### src/rtl/rbpw_ram.sv
`default_nettype none

module rbpw_ram #(
   parameter int  WIDTH  = 8,
   parameter int  DEPTH  = 16,
   localparam int ADDR_W = $clog2(DEPTH)
) (
   input  logic              clock,
   input  logic              wr_en,
   input  logic [ADDR_W-1:0] wr_addr,
   input  logic [WIDTH-1:0]  wr_data,
   input  logic              rd_en,
   input  logic [ADDR_W-1:0] rd_addr,
   output logic [WIDTH-1:0]  rd_data
);

   logic [WIDTH-1:0] mem_ff [DEPTH];
   logic [WIDTH-1:0] rd_data_ff;

   // one write port, one registered read port
   always_ff @(posedge clock) begin
      if (wr_en) begin
         mem_ff[wr_addr] <= wr_data;
      end
      if (rd_en) begin
         rd_data_ff <= mem_ff[rd_addr];
      end
   end

   assign rd_data = rd_data_ff;

endmodule

`default_nettype wire

### config.mk
export PLATFORM = sky130hd
export DESIGN_NAME = rbpw_ram
export DESIGN_NICKNAME = d
export VERILOG_FILES = /design/src/rtl/rbpw_ram.sv
export SDC_FILE = /design/constraint.sdc
export NUM_CORES = 1
export LEC_CHECK = 0
export ABC_AREA = 1
export BUFFER_PORTS_ARGS = -buffer_cell sky130_fd_sc_hd__buf_2
export CAP_MARGIN = 15
export CORE_MARGIN = 8
export CORE_UTILIZATION = 55
export DETAILED_ROUTE_END_ITERATION = 8
export PLACE_DENSITY = 0.73
export SLEW_MARGIN = 20
export SYNTH_ARGS = -nofsm -noshare
export SYNTH_HDL_FRONTEND = slang
export SYNTH_SLANG_ARGS = --single-unit
export TNS_END_PERCENT = 1
### constraint.sdc
create_clock -name clock -period 3.4 [get_ports clock]
set_input_delay 0.51 -clock clock [delete_from_list [all_inputs] [get_ports clock]]
set_output_delay 0.51 -clock clock [all_outputs]
set_load 0.01 [all_outputs]
Word-level counts from Yosys, hierarchy flattened --
Memory sizes are Yosys's and may differ from the RTL's. A register that Yosys moved wholly into a read port is not among the register bits. Cells that the tools add are included.
Cells by class: $add $sub $neg 0, $mul 0, divide/modulo/power cells 0, magnitude comparators 0, eq/ne operators 0, shift operators 0, multiplexer cells 2, bitwise logic cells 0, reduce and logical (&&, ||, !) cells 0
Operators by type and width (number):
- two-way mux 1 bit | 2
Storage, ports and cells: flip-flop bits (word level) 0, latch bits 0, bits in writable memories 128, bits in read-only memories 0, input bits 19, output and inout port bits 8, logic and storage cells 3, memories 1
Memory list:
- mem_ff | words 16, width 8, rd ports 1, clocked after memory_dff 1, wr ports 1, RTL line 17 | logic [WIDTH-1:0] mem_ff [DEPTH];

Longest topological paths before layout --
depth in word-level cells 2, mapped depth 8, depth with buffers taken out 7

Least setup slack after synthesis --
OpenSTA, ideal clock, no wires.
kind input to register, from in wr_addr[2], to mem mem_ff[10][0], enable pin, setup time 0.370 ns, arrival time 1.091 ns, path slack 1.939 ns, cell stages on the path 2, cell sequence nand3b_1 -> nor2_1
RTL lines:
- start: declaration | RTL line 10 | input logic [ADDR_W-1:0] wr_addr,
- end: declaration | RTL line 17
Straight into the memory's write port.

==> flow_summary.ini <==
[run_status]
status = completed

[worst_setup_path]
r2r_start = mem_ff[7][6]$_DFFE_PP_
r2r_slack_ns = 2.21
slowest_stage = buf_2
r2r_end = rd_data[6]$_DFFE_PP_
worstPathArrival_ns = 2.01
critPathRequiredTime_ns = 3.66
critPathLaunchType = primary input
path_common_cell = nand3_1
critPathMaxFanout = 33
slowest_delay_ns = 0.52
crit_type = in -> reg
crit_path_cell_trace = buf_2 -> inv_2 -> nand3_1 -> nand3_1 -> nand3_1 -> nand2_1
critPathCaptureType = flop
r2r_cells = 6

[synthesis]
synth-edff-count = 136
synth_top_area_share_pct = 69.8
syn_area_um2 = 5850
yosys.cell_count.top_type = nand2_1
synth_nets = 570
yosys.cell_types.count = 11
yosys-top-cells-area = edfxtp_1 70%, nand2_1 11%, nand3_1 8.3%
ys_seq_area_share_pct = 69.8
syn_avg_cell_area_um2 = 10.6
ys.flop_type = edfxtp_1
ys_ff_latch = 136
async_flop_share_pct = 0
yosys_warnings = 0
synth_top_cell_by_area = edfxtp_1
synthCells = 551
yosys-top-cells-count = 173 x nand2_1, 136 x edfxtp_1, 100 x inv_1

[final_layout]
syn_to_final_growth_pct = 13.4
nets = 594
final_cell_area_um2 = 6630
fillers = 812
multi_input_area_um2 = 1210
antenna_cells = 0
seq_area_um2 = 4080
layout-drive-gt1-share_pct = 10.4

[grt]
antenna_found_initial = 0
track_usage_pct = 18.8
grt_max_degree = 65
overflow = 0
grt_pass1_wl_um = 20200
grt_pass1_vias = 3724

[route]
dr_total_vias = 3789
initialDrtViolationCount = 403
wl_per_cell_um = 17.6
ant_nets = 0
wirelength_um = 12700
drt_pass1_iterations = 5
drc = 0
avgViaCountPerCell = 5.23

[clock_network]
clock-sinks = 136
cts_root_buf = clkbuf_8
path_clk_slew_ns = 0.06
cts_setup_buffers = 0
ctsResizeCount = 0
cts_buffers = 17
clockBufferDepth = 2
tritoncts = yes
clock_latency_ns = 0.52
ctsHtreeMaxLevel = 4
cts_hold_buf = 0

[placed_design]
port_buffers = 26
dpl.hpwl_um = 7770
placed_cell_area_um2 = 6000
place.gp.congestion = 0.851
place_ws_ns = 1.14

[worst_hold_path]
hold_class = in -> reg
hold-path-endpoint = rd_data[5]$_DFFE_PP_
min-delay-start = rd_en
holdPathStages = 1

[sta]
timing.hold.ws_ns = 0.355
fmax_mhz = 572
fin_crit_sh_pct = 51.4
skew_ns = 0.00714
min_period_ns = 1.75
finalSetupTns_ns = 0
rsz0062_at_grt = false
slew_viol_final = 0
setup_viol = 0
final_hold_viol_count = 0
worstMarginPinSlew_ns = 0.884
setup_slack_ns = 1.65
slew_headroom_pct = 40.9

[power]
powerDensity_nw_per_um2 = 611
power_frac_seq_pct = 46.9
ir_worst_vdd_mv = 0.336
power_frac_comb_pct = 5.4
p_int_uw = 3210
power_switching_share_pct = 20.7
pwr-share-clk_pct = 47.6
power_switching_uw = 838
leakagePower_uw = 0.00285

[floorplanning]
ioPinCount = 27
core-area_um2 = 10300
die_height_um = 119
initial_core_util_pct = 56.6
die_width_um = 119
fp.dieArea_um2 = 14200
rows = 37

[flow_run]
cap_violations = 0
## per-stage QoR
step	power [µW]	std cells	util [%]
floorplan	2070	551	-
global placement	2150	692	58.2
detailed placement	2150	692	58.2
CTS	4060	724	64.2
global route	4160	724	64.2
finish	4050	724	64.2
## worst max-delay path, delay by kind of cell
family,cells,cell delay (ns)
buf+inv,2,0.96
simple gates,4,0.53
## cells by family after synthesis
group         count (synthesis)  share of synthesized area (%)
simple gates                289                           20.8
flops                       136                           69.8
buf+inv                     126                           9.39
## sequential cells by signal, summed over array words and instances (netlist names)
name and cells:
mem_ff 128, rd_data 8
## power by group through the flow
stage / Sequential [µW] / Clock (µW) / Combinational (µW)
after floorplan: 1940 / 0 / 132
final: 1900 / 1930 / 220
after detailed placement: 1930 / 0 / 217
after global routing: 1900 / 2020 / 244
after CTS: 1900 / 1940 / 220
after global placement: 1930 / 0 / 214
## layout make-up
type                            instances  share of cell area, %
Multi-Input combinational cell        289                   18.3
Timing Repair Buffer                   29                   2.30
Clock inverter                         13                   3.06
Tap cell                              136                   2.57
Clock buffer                           19                   6.36
Sequential cell                       136                   61.6
Inverter                              102                   5.78
## placed cells by master, fill, tap and decap left out, types with 3 or more instances in the layout
master,instances
bufinv_16,5
inv_1,100
nor2_1,17
nand3_1,97
buf_4,3
nand2_1,173
edfxtp_1,136
clkinv_2,4
clkbuf_16,16
buf_2,26
## metal layers
layer / vias up / share of wire [%] / track usage (%)
met2: 167 / 49 / 29.7
li1: 1831 / - / -
met4: 0 / 1.8 / 6.64
met1: 1767 / 41 / 23.4
met3: 24 / 8.4 / 6.71
met5: - / 0 / 0
## worst max path at each step
stage | startpoint | to
after floorplan | wr_addr[2] | mem_ff[10][0]$_DFFE_PP_
after global placement | rd_addr[1] | rd_data[5]$_DFFE_PP_
after detailed placement | rd_addr[1] | rd_data[5]$_DFFE_PP_
after CTS | rd_addr[1] | rd_data[5]$_DFFE_PP_
after global routing | rd_addr[1] | rd_data[6]$_DFFE_PP_
final | rd_addr[1] | rd_data[5]$_DFFE_PP_
Power figures use the tool's default switching activity.
